`config.mk`:
```
export PLATFORM = sky130hd
export DESIGN_NAME = rtc_calendar_alarm
export DESIGN_NICKNAME = d
export VERILOG_FILES = /design/src/rtc_pkg.sv /design/src/rtc_calendar_alarm.sv /design/src/rtc_csr.sv /design/src/rtc_next.sv
export SDC_FILE = /design/constraint.sdc
export NUM_CORES = 1
export LEC_CHECK = 0
export BUFFER_PORTS_ARGS = -buffer_cell sky130_fd_sc_hd__buf_2
export CAP_MARGIN = 20
export CORE_MARGIN = 5
export CORE_UTILIZATION = 30
export CTS_CLUSTER_DIAMETER = 60
export DETAILED_ROUTE_END_ITERATION = 8
export PLACE_DENSITY = 0.57
export SYNTH_ARGS = -nofsm -noshare
export SYNTH_HDL_FRONTEND = slang
export SYNTH_SLANG_ARGS = --single-unit
```
`constraint.sdc`:
```
create_clock -name clock -period 5.8 [get_ports clock]
set_input_delay 0.58 -clock clock [delete_from_list [all_inputs] [get_ports clock]]
set_output_delay 0.58 -clock clock [all_outputs]
set_load 0.03 [all_outputs]
```
`src/rtc_pkg.sv`:
```
// rtc_pkg: shared types, codes and constants of the real-time clock calendar
// holds the calendar and configuration structs and the month length table
// no dependencies
`default_nettype none

package rtc_pkg;

   // request kinds carried in req_tuser
   localparam logic [1:0] MODE_TICK = 2'd0;
   localparam logic [1:0] MODE_UP   = 2'd1;
   localparam logic [1:0] MODE_DOWN = 2'd2;

   // field selectors for manual steps
   localparam logic [2:0] FIELD_MINUTE = 3'd0;
   localparam logic [2:0] FIELD_HOUR   = 3'd1;
   localparam logic [2:0] FIELD_DAY    = 3'd2;
   localparam logic [2:0] FIELD_MONTH  = 3'd3;
   localparam logic [2:0] FIELD_YEAR   = 3'd4;

   // configuration register indexes
   localparam logic [1:0] CSR_TICKS_PER_MINUTE = 2'd0;
   localparam logic [1:0] CSR_ALARM_ENABLE     = 2'd1;
   localparam logic [1:0] CSR_ALARM_HOUR       = 2'd2;
   localparam logic [1:0] CSR_ALARM_MINUTE     = 2'd3;

   localparam int CSR_ADDR_W = 2;
   localparam int CSR_DATA_W = 8;

   // reset values
   localparam logic [7:0] TICKS_PER_MINUTE_RST = 8'd114;
   localparam logic [5:0] MINUTE_RST = 6'd59;
   localparam logic [4:0] HOUR_RST   = 5'd5;
   localparam logic [4:0] DAY_RST    = 5'd1;
   localparam logic [3:0] MONTH_RST  = 4'd2;
   localparam logic [6:0] YEAR_RST   = 7'd23;

   // field limits
   localparam logic [5:0] MINUTE_MAX = 6'd59;
   localparam logic [4:0] HOUR_MAX   = 5'd23;
   localparam logic [3:0] MONTH_MAX  = 4'd12;
   localparam logic [6:0] YEAR_MAX   = 7'd99;

   typedef struct packed {
      logic [5:0] minute;
      logic [4:0] hour;
      logic [4:0] day;
      logic [3:0] month;
      logic [6:0] year;
   } cal_type;

   typedef struct packed {
      logic [7:0] ticks_per_minute;
      logic       alarm_enable;
      logic [4:0] alarm_hour;
      logic [5:0] alarm_minute;
   } cfg_type;

   // days in a month, no leap years
   function automatic logic [4:0] month_length(input logic [3:0] m);
      logic [4:0] len;
      case (m)
         4'd2:                      len = 5'd28;
         4'd4, 4'd6, 4'd9, 4'd11:   len = 5'd30;
         default:                   len = 5'd31;
      endcase
      return len;
   endfunction

endpackage

`default_nettype wire

```
`src/rtc_calendar_alarm.sv`:
```
// rtc_calendar_alarm: real-time clock calendar with minute alarm
// the result of an accepted request is registered and shows on rsp_* in the next cycle
// throughput: one request per cycle while no result is held or it is being taken
// reset (synchronous, active high): 05:59 on day 1 of month 2, year 23,
// prescale count 0, ticks_per_minute 114, alarm off at 00:00, no result held
// depends on rtc_pkg, rtc_csr, rtc_next
`default_nettype none

module rtc_calendar_alarm (
   input  wire logic                           clock,
   input  wire logic                           reset,
   // request channel
   input  wire logic                           req_tvalid,
   output logic                                req_tready,
   input  wire logic [7:0]                     req_tdata,  // [2:0] field_select
   input  wire logic [1:0]                     req_tuser,  // [1:0] mode
   // result channel
   output logic                                rsp_tvalid,
   input  wire logic                           rsp_tready,
   // [5:0] minute_now, [10:6] hour_now, [15:11] day_now, [19:16] month_now,
   // [26:20] year_now
   output logic [31:0]                         rsp_tdata,
   output logic [1:0]                          rsp_tuser,  // [0] minute_rolled, [1] alarm_hit
   // configuration port
   input  wire logic                           csr_we,
   input  wire logic [rtc_pkg::CSR_ADDR_W-1:0] csr_addr,
   input  wire logic [rtc_pkg::CSR_DATA_W-1:0] csr_wdata
);
   import rtc_pkg::*;

   cfg_type    cfg;
   cal_type    cal_ff, cal_in;
   logic [7:0] tick_ff, tick_in;
   logic       rsp_valid_ff;
   cal_type    out_cal_ff;
   logic       rolled_ff, hit_ff;
   logic       rolled_in, hit_in;
   logic       req_accept;

   rtc_csr u_csr (
      .clock     (clock),
      .reset     (reset),
      .csr_we    (csr_we),
      .csr_addr  (csr_addr),
      .csr_wdata (csr_wdata),
      .cfg       (cfg)
   );

   rtc_next u_next (
      .cal          (cal_ff),
      .tick_count   (tick_ff),
      .cfg          (cfg),
      .mode         (req_tuser),
      .field_select (req_tdata[2:0]),
      .cal_next     (cal_in),
      .tick_next    (tick_in),
      .rolled       (rolled_in),
      .hit          (hit_in)
   );

   // accept while the result register is empty or being drained
   assign req_tready = !rsp_valid_ff || rsp_tready;
   assign req_accept = req_tvalid && req_tready;

   // calendar and prescale state
   always_ff @(posedge clock) begin
      if (reset) begin
         cal_ff.minute <= MINUTE_RST;
         cal_ff.hour   <= HOUR_RST;
         cal_ff.day    <= DAY_RST;
         cal_ff.month  <= MONTH_RST;
         cal_ff.year   <= YEAR_RST;
         tick_ff       <= 8'd0;
      end else if (req_accept) begin
         cal_ff  <= cal_in;
         tick_ff <= tick_in;
      end
   end

   // result valid
   always_ff @(posedge clock) begin
      if (reset)
         rsp_valid_ff <= 1'b0;
      else if (req_accept)
         rsp_valid_ff <= 1'b1;
      else if (rsp_tready)
         rsp_valid_ff <= 1'b0;
   end

   // result payload
   always_ff @(posedge clock) begin
      if (req_accept) begin
         out_cal_ff <= cal_in;
         rolled_ff  <= rolled_in;
         hit_ff     <= hit_in;
      end
   end

   assign rsp_tvalid = rsp_valid_ff;
   assign rsp_tdata  = {5'd0, out_cal_ff.year, out_cal_ff.month, out_cal_ff.day,
                        out_cal_ff.hour, out_cal_ff.minute};
   assign rsp_tuser  = {hit_ff, rolled_ff};

   // an alarm hit only comes with a minute roll
   a_hit_needs_roll: assert property (@(posedge clock) disable iff (reset)
      rsp_valid_ff |-> (!hit_ff || rolled_ff))
      else $error("alarm hit without minute roll");

   // manual steps and unused kinds never roll a minute
   a_step_no_roll: assert property (@(posedge clock) disable iff (reset)
      (req_accept && req_tuser != MODE_TICK) |=> !rolled_ff)
      else $error("minute roll on a non-tick request");

   // manual steps leave the prescale count alone
   a_step_keeps_tick: assert property (@(posedge clock) disable iff (reset)
      (req_accept && req_tuser != MODE_TICK) |=> $stable(tick_ff))
      else $error("prescale count changed by a step");

   // time of day stays in range
   a_time_range: assert property (@(posedge clock) disable iff (reset)
      (cal_ff.minute <= MINUTE_MAX) && (cal_ff.hour <= HOUR_MAX))
      else $error("time of day out of range");

   // result register reflects the live calendar after an accepted request
   a_result_matches_state: assert property (@(posedge clock) disable iff (reset)
      req_accept |=> (out_cal_ff == cal_ff))
      else $error("result differs from calendar state");

endmodule

`default_nettype wire

```
`src/rtc_csr.sv`:
```
// rtc_csr: configuration registers of the real-time clock calendar
// plain write port, no read-back; depends on rtc_pkg
`default_nettype none

module rtc_csr (
   input  wire logic                           clock,
   input  wire logic                           reset,
   input  wire logic                           csr_we,
   input  wire logic [rtc_pkg::CSR_ADDR_W-1:0] csr_addr,
   input  wire logic [rtc_pkg::CSR_DATA_W-1:0] csr_wdata,
   output rtc_pkg::cfg_type                    cfg
);
   import rtc_pkg::*;

   cfg_type cfg_ff, cfg_in;

   // register write decode
   always_comb begin
      cfg_in = cfg_ff;
      if (csr_we) begin
         unique case (csr_addr)
            CSR_TICKS_PER_MINUTE: cfg_in.ticks_per_minute = csr_wdata;
            CSR_ALARM_ENABLE:     cfg_in.alarm_enable     = csr_wdata[0];
            CSR_ALARM_HOUR:       cfg_in.alarm_hour       = csr_wdata[4:0];
            CSR_ALARM_MINUTE:     cfg_in.alarm_minute     = csr_wdata[5:0];
            default:              cfg_in = cfg_ff;
         endcase
      end
   end

   always_ff @(posedge clock) begin
      if (reset) begin
         cfg_ff.ticks_per_minute <= TICKS_PER_MINUTE_RST;
         cfg_ff.alarm_enable     <= 1'b0;
         cfg_ff.alarm_hour       <= 5'd0;
         cfg_ff.alarm_minute     <= 6'd0;
      end else begin
         cfg_ff <= cfg_in;
      end
   end

   assign cfg = cfg_ff;

endmodule

`default_nettype wire

```
`src/rtc_next.sv`:
```
// rtc_next: next calendar and prescale value for one request
// pure combinational carry and step logic; depends on rtc_pkg
`default_nettype none

module rtc_next (
   input  wire rtc_pkg::cal_type cal,
   input  wire logic [7:0]       tick_count,
   input  wire rtc_pkg::cfg_type cfg,
   input  wire logic [1:0]       mode,
   input  wire logic [2:0]       field_select,
   output rtc_pkg::cal_type      cal_next,
   output logic [7:0]            tick_next,
   output logic                  rolled,
   output logic                  hit
);
   import rtc_pkg::*;

   logic [8:0] tick_sum;
   logic       tick_roll;
   logic [4:0] len;
   logic       min_carry, hour_carry, day_carry, month_carry;
   cal_type    cal_roll;
   cal_type    cal_step;
   logic       step_up;

   assign len = month_length(cal.month);

   // prescale counter, roll when the incremented count reaches or passes the limit
   assign tick_sum  = {1'b0, tick_count} + 9'd1;
   assign tick_roll = (tick_sum >= {1'b0, cfg.ticks_per_minute});

   // minute roll with carry through the calendar
   assign min_carry   = (cal.minute >= MINUTE_MAX);
   assign hour_carry  = min_carry && (cal.hour >= HOUR_MAX);
   assign day_carry   = hour_carry && (cal.day >= len);
   assign month_carry = day_carry && (cal.month >= MONTH_MAX);

   always_comb begin
      cal_roll = cal;
      cal_roll.minute = min_carry ? 6'd0 : cal.minute + 6'd1;
      if (min_carry)
         cal_roll.hour = (cal.hour >= HOUR_MAX) ? 5'd0 : cal.hour + 5'd1;
      if (hour_carry)
         cal_roll.day = (cal.day >= len) ? 5'd1 : cal.day + 5'd1;
      if (day_carry)
         cal_roll.month = (cal.month >= MONTH_MAX) ? 4'd1 : cal.month + 4'd1;
      if (month_carry)
         cal_roll.year = (cal.year >= YEAR_MAX) ? 7'd0 : cal.year + 7'd1;
   end

   // manual single-field step, no carry
   assign step_up = (mode == MODE_UP);

   always_comb begin
      cal_step = cal;
      unique case (field_select)
         FIELD_MINUTE: begin
            if (step_up)
               cal_step.minute = (cal.minute >= MINUTE_MAX) ? 6'd0 : cal.minute + 6'd1;
            else
               cal_step.minute = (cal.minute == 6'd0) ? MINUTE_MAX : cal.minute - 6'd1;
         end
         FIELD_HOUR: begin
            if (step_up)
               cal_step.hour = (cal.hour >= HOUR_MAX) ? 5'd0 : cal.hour + 5'd1;
            else
               cal_step.hour = (cal.hour == 5'd0) ? HOUR_MAX : cal.hour - 5'd1;
         end
         FIELD_DAY: begin
            if (step_up)
               cal_step.day = (cal.day >= len) ? 5'd1 : cal.day + 5'd1;
            else
               cal_step.day = (cal.day <= 5'd1) ? len : cal.day - 5'd1;
         end
         FIELD_MONTH: begin
            if (step_up)
               cal_step.month = (cal.month >= MONTH_MAX) ? 4'd1 : cal.month + 4'd1;
            else
               cal_step.month = (cal.month <= 4'd1) ? MONTH_MAX : cal.month - 4'd1;
         end
         FIELD_YEAR: begin
            if (step_up)
               cal_step.year = (cal.year >= YEAR_MAX) ? 7'd0 : cal.year + 7'd1;
            else
               cal_step.year = (cal.year == 7'd0) ? 7'd0 : cal.year - 7'd1;
         end
         default: cal_step = cal;
      endcase
   end

   // select by request kind
   always_comb begin
      cal_next  = cal;
      tick_next = tick_count;
      rolled    = 1'b0;
      hit       = 1'b0;
      unique case (mode)
         MODE_TICK: begin
            if (tick_roll) begin
               cal_next  = cal_roll;
               tick_next = 8'd0;
               rolled    = 1'b1;
               hit       = cfg.alarm_enable && (cal_roll.hour == cfg.alarm_hour)
                           && (cal_roll.minute == cfg.alarm_minute);
            end else begin
               tick_next = tick_sum[7:0];
            end
         end
         MODE_UP, MODE_DOWN: cal_next = cal_step;
         default: cal_next = cal;
      endcase
   end

endmodule

`default_nettype wire

```
==> results of run 1 <==
[critical path, cell delays in order (launching register included)]
cell and delay [ns]:
dfxtp_1 0.42, nand3_1 0.21, nor2_1 0.27, nand3_1 0.12, xnor2_1 0.16, ha_1 0.34
nand3_1 0.08, nor2_1 0.16, a221o_1 0.68, nand2_1 0.30, inv_1 0.44, a21oi_1 0.11
o21ai_0 0.34
[per-stage QoR]
step | worst slack [ns] | cells
CTS | 2.01 | 1088
global route | 1.66 | 1088
global placement | 2.08 | 1072
detailed placement | 2.03 | 1072
finish | 1.94 | 1088
floorplan | 2.87 | 803
[routing by layer]
metal  share of wire, %  GRT usage, %  vias up
met5                  0             0        -
met4                2.6          5.04        0
met3                6.3          2.91       35
met2                 45          24.1      211
met1                 47          22.1     2963
li1                   -             -     2992
[area by class of cell]
type                            count  area share, %
Sequential cell                    85           27.8
Timing Repair Buffer               60           4.54
Multi-Input combinational cell    605           56.3
Clock inverter                      4          0.332
Tap cell                          280           4.89
Inverter                           42           2.20
Clock buffer                       12           3.90
[logic make-up after synthesis]
logic type	after synthesis	synth area share (%)
compound gates	282	29.8
simple gates	241	19.1
buf+inv	113	7.78
flops	85	30.6
fa+ha+maj	29	5.57
mux	25	3.98
xor+xnor	23	3.09
other cells	1	0.0576
[synthesized netlist by cell type, drive strengths merged (6+ instances only)]
| cell type | n |
|---|---|
| mux2 | 7 |
| o21a | 8 |
| nor2b | 6 |
| o31ai | 9 |
| xor2 | 8 |
| a22oi | 7 |
| nor2 | 64 |
| nor3 | 20 |
| nor3b | 8 |
| nand3 | 30 |
| ha | 29 |
| inv | 40 |
| a21oi | 67 |
| clkbuf | 30 |
| a31oi | 12 |
| o211ai | 15 |
| nand2 | 53 |
| edfxtp | 29 |
| a32oi | 8 |
| dfxtp | 56 |
| xnor2 | 15 |
| mux2i | 18 |
| a41oi | 7 |
| nand4 | 7 |
| a211oi | 16 |
| o21ai | 63 |
| nor4 | 10 |
| o2bb2ai | 14 |
| o221ai | 7 |
| buf | 41 |
[registers in the layout (all words and copies together) (netlist names)]
register    cells
cal_ff         27
rolled_ff       1
hit_ff          1
rsp_tdata      27
tick_ff         8
u_csr.cfg      20
rsp_tvalid      1
[worst paths after layout]
path | slack, ns | endpoint | start
setup / recovery | 1.94 | rsp_tdata[10] | tick_ff[2]
hold reg to reg | 0.48 | tick_ff[1] | tick_ff[1]
setup reg to reg | 1.94 | rsp_tdata[10] | tick_ff[2]
hold / removal | 0.46 | u_csr.cfg[18] | csr_wdata[6]
[report_power, final]
| part | total, W | switching (W) | leakage (nW) | internal [W] |
|---|---|---|---|---|
| clock network | 0.000596 | 0.000253 | 0.154 | 0.000343 |
| logic | 0.000398 | 0.000259 | 1.76 | 0.000139 |
| registers | 0.000704 | 0.0000485 | 0.743 | 0.000655 |
| total | 0.00170 | 0.000561 | 2.66 | 0.00114 |
==> qor.csv, run 1 <==
stage;metric;value;unit
detailed_routing;Routed WL;19.2;mm
die;DIE AREA;24800;um2
power_and_ir_drop;Leak Pwr;2.66;nW
detailed_routing;Pre-antenna DRT Iters;5;
die;CORE AREA;21600;um2
yosys;ys async rst share;0;%
status;status;finished, final reports clean;
sta;Final min period;3.86;ns
setup_path;crit end category;flop;
yosys;post-synthesis sequential area ratio;30.6;%
yosys;Unique masters post-synth;89;
grt;global route overflow;0;
layout;final instance area;7160;um2
die;Die W;157;um
grt;number of antenna violations at the first check in global routing;0;
detailed_routing;DRC marker count from the first detailed-route iteration;455;
die;IO Pins;61;
setup_path;data arrival time of the worst path;3.98;ns
grt;vias in the first global route;5781;
detailed_routing;Post-DRT Antenna Nets;0;
sta;setup TNS;0;ns
power_and_ir_drop;Power Total;0.00170;W
yosys;Syn Area/Cell;8.15;um2
cts;H-Tree Depth;3;
setup_path;Setup CP Type;reg2reg;
cts;Clock transition at path regs;0.06;ns
sta;Fmax;259;MHz
yosys;count of state elements after synthesis;85;
sta;hold violation total from the final report;0;
sta;worst hold margin;0.456;ns
cts;clk root buf;clkbuf_16;
yosys;post-synthesis instance area;6510;um2
layout;footprint of the multi-input gates;4040;um2
layout;Antenna Cells;0;
cts;Max Root-Sink Buffers;2;
layout;most common cell after layout, fill and taps aside;a21oi_1;
layout;most frequent cells in the layout;66 x a21oi_1, 63 x nor2_1, 56 x dfxtp_1;
power_and_ir_drop;maximum VDD drop;153;uV
placed_design;Post-DP Area;6860;um2
grt;first-pass GRT wire length;31.3;mm
setup_path;Worst setup SP type;flop;
layout;Nets;857;
die;Die Ht;157;um
power_and_ir_drop;PwrDens;237;nW/um2
detailed_routing;DR vias;6201;
setup_path;worst reg2reg path depth;12;
sta;Final Max Tran Viols;0;
yosys;Post-Synthesis Cells;799;
placed_design;routability cong.;0.867;
yosys;Synth area leader;dfxtp_1;
yosys;Synth Flop Type;dfxtp_1;
yosys;ranking of synthesized cells by area;dfxtp_1 17%, edfxtp_1 13%, ha_1 5.6%, a21oi_1 5.1%, o21ai_0 3.8%;
min_path;hold path depth;3;
sta;Slew @ Worst Pin;0.997;ns
yosys;Post-synth EDFFs;29;
cts;Post CTS Setup Buffer Count;0;
detailed_routing;mean routed wirelength per cell;17.7;um
detailed_routing;drt drc;0;
placed_design;dpl hpwl;13.1;mm
sta;skew final;0.00762;ns
layout;P&R area growth vs syn;10.0;%
cts;CTS tree;done;
grt;Tot GR Track Use;15.6;%
setup_path;critical path data required time;5.92;ns
sta;Setup Viol. Count Final;0;
layout;share of cells above drive strength 1;13.1;%
layout;fin util;33.1;%
detailed_routing;DR vias/cell;5.70;
cts;Worst-Skew Late Latency;0.35;ns
sta;crit share post-route;66.6;%
layout;# fillers;2318;
sta;Rel. slew slack;33.5;%
grt;largest net degree at the start of global routing;52;
placed_design;port bufs;50;
job;Max Cap Viol;0;
sta;RSZ-0062 raised after global routing;false;
cts;Inserted Clock Buffers;9;
cts;CTS Sinks;85;
cts;CTS Hold Bufs;0;
setup_path;maximum fanout along the worst path;17;
cts;Post-CTS Resized;0;
die;# rows;54;
layout;sequential cell area;1990;um2
min_path;Hold Path Class;in2reg;
yosys;synthesis warning total;0;
yosys;top cell type's share of synthesized area;17.2;%
die;initial core utilization;30.1;%
(Power assumes the default switching activity.)
==> run 2: changes to the inputs <==
==> constraint.sdc (replaced) <==
create_clock -name clock -period 3.7 [get_ports clock]
set_input_delay 0.37 -clock clock [delete_from_list [all_inputs] [get_ports clock]]
set_output_delay 0.37 -clock clock [all_outputs]
set_load 0.03 [all_outputs]
==> qor.csv, run 2 (synthesis gave the netlist of run 1 again) <==
stage;metric;value;unit
status;status;finished, final reports clean;
placed_design;# placed instances;1089;
layout;Antenna Cells;0;
die;Die Ht;157;um
setup_path;data arrival time of the worst path;3.58;ns
power_and_ir_drop;PwrDens;379;nW/um2
layout;# fillers;2290;
cts;Clock transition at path regs;0.06;ns
setup_path;maximum fanout along the worst path;11;
cts;Worst-Skew Late Latency;0.36;ns
cts;clk root buf;clkbuf_16;
grt;largest net degree at the start of global routing;42;
detailed_routing;mean routed wirelength per cell;17.8;um
placed_design;routability cong.;0.873;
sta;RSZ-0062 raised after global routing;false;
setup_path;CP startpoint;tick_ff[0];
sta;crit share post-route;94.2;%
job;Max Cap Viol;0;
cts;Max Root-Sink Buffers;2;
die;CORE AREA;21600;um2
detailed_routing;Routed WL;19.7;mm
power_and_ir_drop;Leak Pwr;2.76;nW
die;Die W;157;um
layout;sequential cell area;1990;um2
layout;most frequent cells in the layout;66 x a21oi_1, 63 x nor2_1, 56 x dfxtp_1;
setup_path;Worst setup SP type;flop;
die;# rows;54;
cts;CTS Hold Bufs;0;
placed_design;port bufs;50;
setup_path;most frequent cell on the critical path;ha_1;
sta;Rel. slew slack;43.8;%
cts;Inserted Clock Buffers;9;
sta;Final Max Tran Viols;0;
setup_path;Setup CP Type;reg2reg;
cts;CTS Sinks;85;
detailed_routing;DRC marker count from the first detailed-route iteration;387;
setup_path;family with the most delay on the worst path;compound AO/OA/AOI/OAI gates;
setup_path;Crit path largest cell delay;0.50;ns
sta;skew final;0.0103;ns
min_path;worst hold start;csr_wdata[6];
setup_path;Buf+Inv Stages, Crit Path;1;
die;IO Pins;61;
cts;H-Tree Depth;3;
setup_path;Cell Chain, Critical Path;ha_1, nand3_2, nor2_1, xor2_1, ha_1, a21oi_1, o21ai_1, a221o_1, nand2_1, inv_1, a41oi_1, o2bb2ai_1;
sta;hold violation total from the final report;0;
layout;fin cells;1105;
layout;share of cells above drive strength 1;15.0;%
sta;Fmax;287;MHz
setup_path;worst r2r src;tick_ff[0];
detailed_routing;Pre-antenna DRT Iters;5;
detailed_routing;Post-DRT Antenna Nets;0;
grt;first-pass GRT wire length;31.5;mm
sta;Setup Viol. Count Final;0;
layout;footprint of the multi-input gates;4040;um2
grt;global route overflow;0;
cts;Post CTS Setup Buffer Count;0;
cts;Post-CTS Resized;0;
setup_path;critical path data required time;3.80;ns
sta;setup TNS;0;ns
layout;Nets;874;
grt;Tot GR Track Use;15.8;%
detailed_routing;DR vias/cell;5.61;
setup_path;crit end category;flop;
detailed_routing;drt drc;0;
placed_design;dpl hpwl;13.9;mm
grt;number of antenna violations at the first check in global routing;0;
layout;P&R area growth vs syn;12.5;%
cts;CTS tree;done;
setup_path;slowest stage cell, crit path;a221o_1;
die;initial core utilization;30.1;%
sta;Final min period;3.49;ns
die;DIE AREA;24800;um2
sta;Slew @ Worst Pin;0.843;ns
detailed_routing;DR vias;6202;
grt;vias in the first global route;5837;
min_path;Hold Path Class;in2reg;
power_and_ir_drop;maximum VDD drop;227;uV
layout;most common cell after layout, fill and taps aside;a21oi_1;
==> run 2: cell count changes in the layout (fill, tap and decap cells not counted) <==
cell,change
clkbuf_1,-1
inv_4,-1
buf_4,+17
clkbuf_8,+1
bufinv_16,+1
==> run 2: layout make-up <==
| type | count | share of cell area, % |
|---|---|---|
| Multi-Input combinational cell | 605 | 55.1 |
| Sequential cell | 85 | 27.2 |
| Timing Repair Buffer | 77 | 6.18 |
| Tap cell | 280 | 4.78 |
| Clock buffer | 12 | 3.95 |
| Inverter | 42 | 2.15 |
| Clock inverter | 4 | 0.649 |
==> run 2: tightest hold or removal path: stages <==
cell	delay, ns
buf_2	0.07
nand2_1	0.04
o211ai_1	0.07
==> run 2: where the power goes <==
part           leakage [nW]  switching, W  internal (W)
sequential            0.743     0.0000576       0.00103
combinational          1.84      0.000434      0.000233
clock                 0.170      0.000401      0.000623
total                  2.76      0.000892       0.00188
==> run 2: worst paths after layout <==
kind                        end  slack (ns)  cells past startpoint
hold / removal    u_csr.cfg[18]        0.24                      3
hold reg to reg      tick_ff[1]        0.48                      2
setup reg to reg  rsp_tdata[21]        0.21                     12
setup / recovery  rsp_tdata[21]        0.21                     12
==> run 2: per-stage QoR <==
| stage | power, W | hold WS, ns | util (%) | setup slack, ns | instance area, um2 |
|---|---|---|---|---|---|
| after floorplan | 0.00158 | 0.449 | - | 0.767 | 6530 |
| after detailed placement | 0.00177 | 0.474 | 32.3 | 0.278 | 6990 |
| final | 0.00278 | 0.236 | 33.9 | 0.214 | 7320 |
| after global placement | 0.00176 | 0.462 | 32.3 | 0.325 | 6990 |
| after CTS | 0.00279 | 0.226 | 33.9 | 0.252 | 7320 |
| after global routing | 0.00290 | 0.260 | 33.9 | 0.0108 | 7320 |
==> run 2: layer usage <==
layer / wire length (um) / track usage [%] / vias to the layer above
li1: - / - / 3031
met5: 0 / 0 / -
met1: 9030 / 21.3 / 2929
met2: 8940 / 25.6 / 210
met3: 1290 / 3.27 / 32
met4: 395 / 5.04 / 0
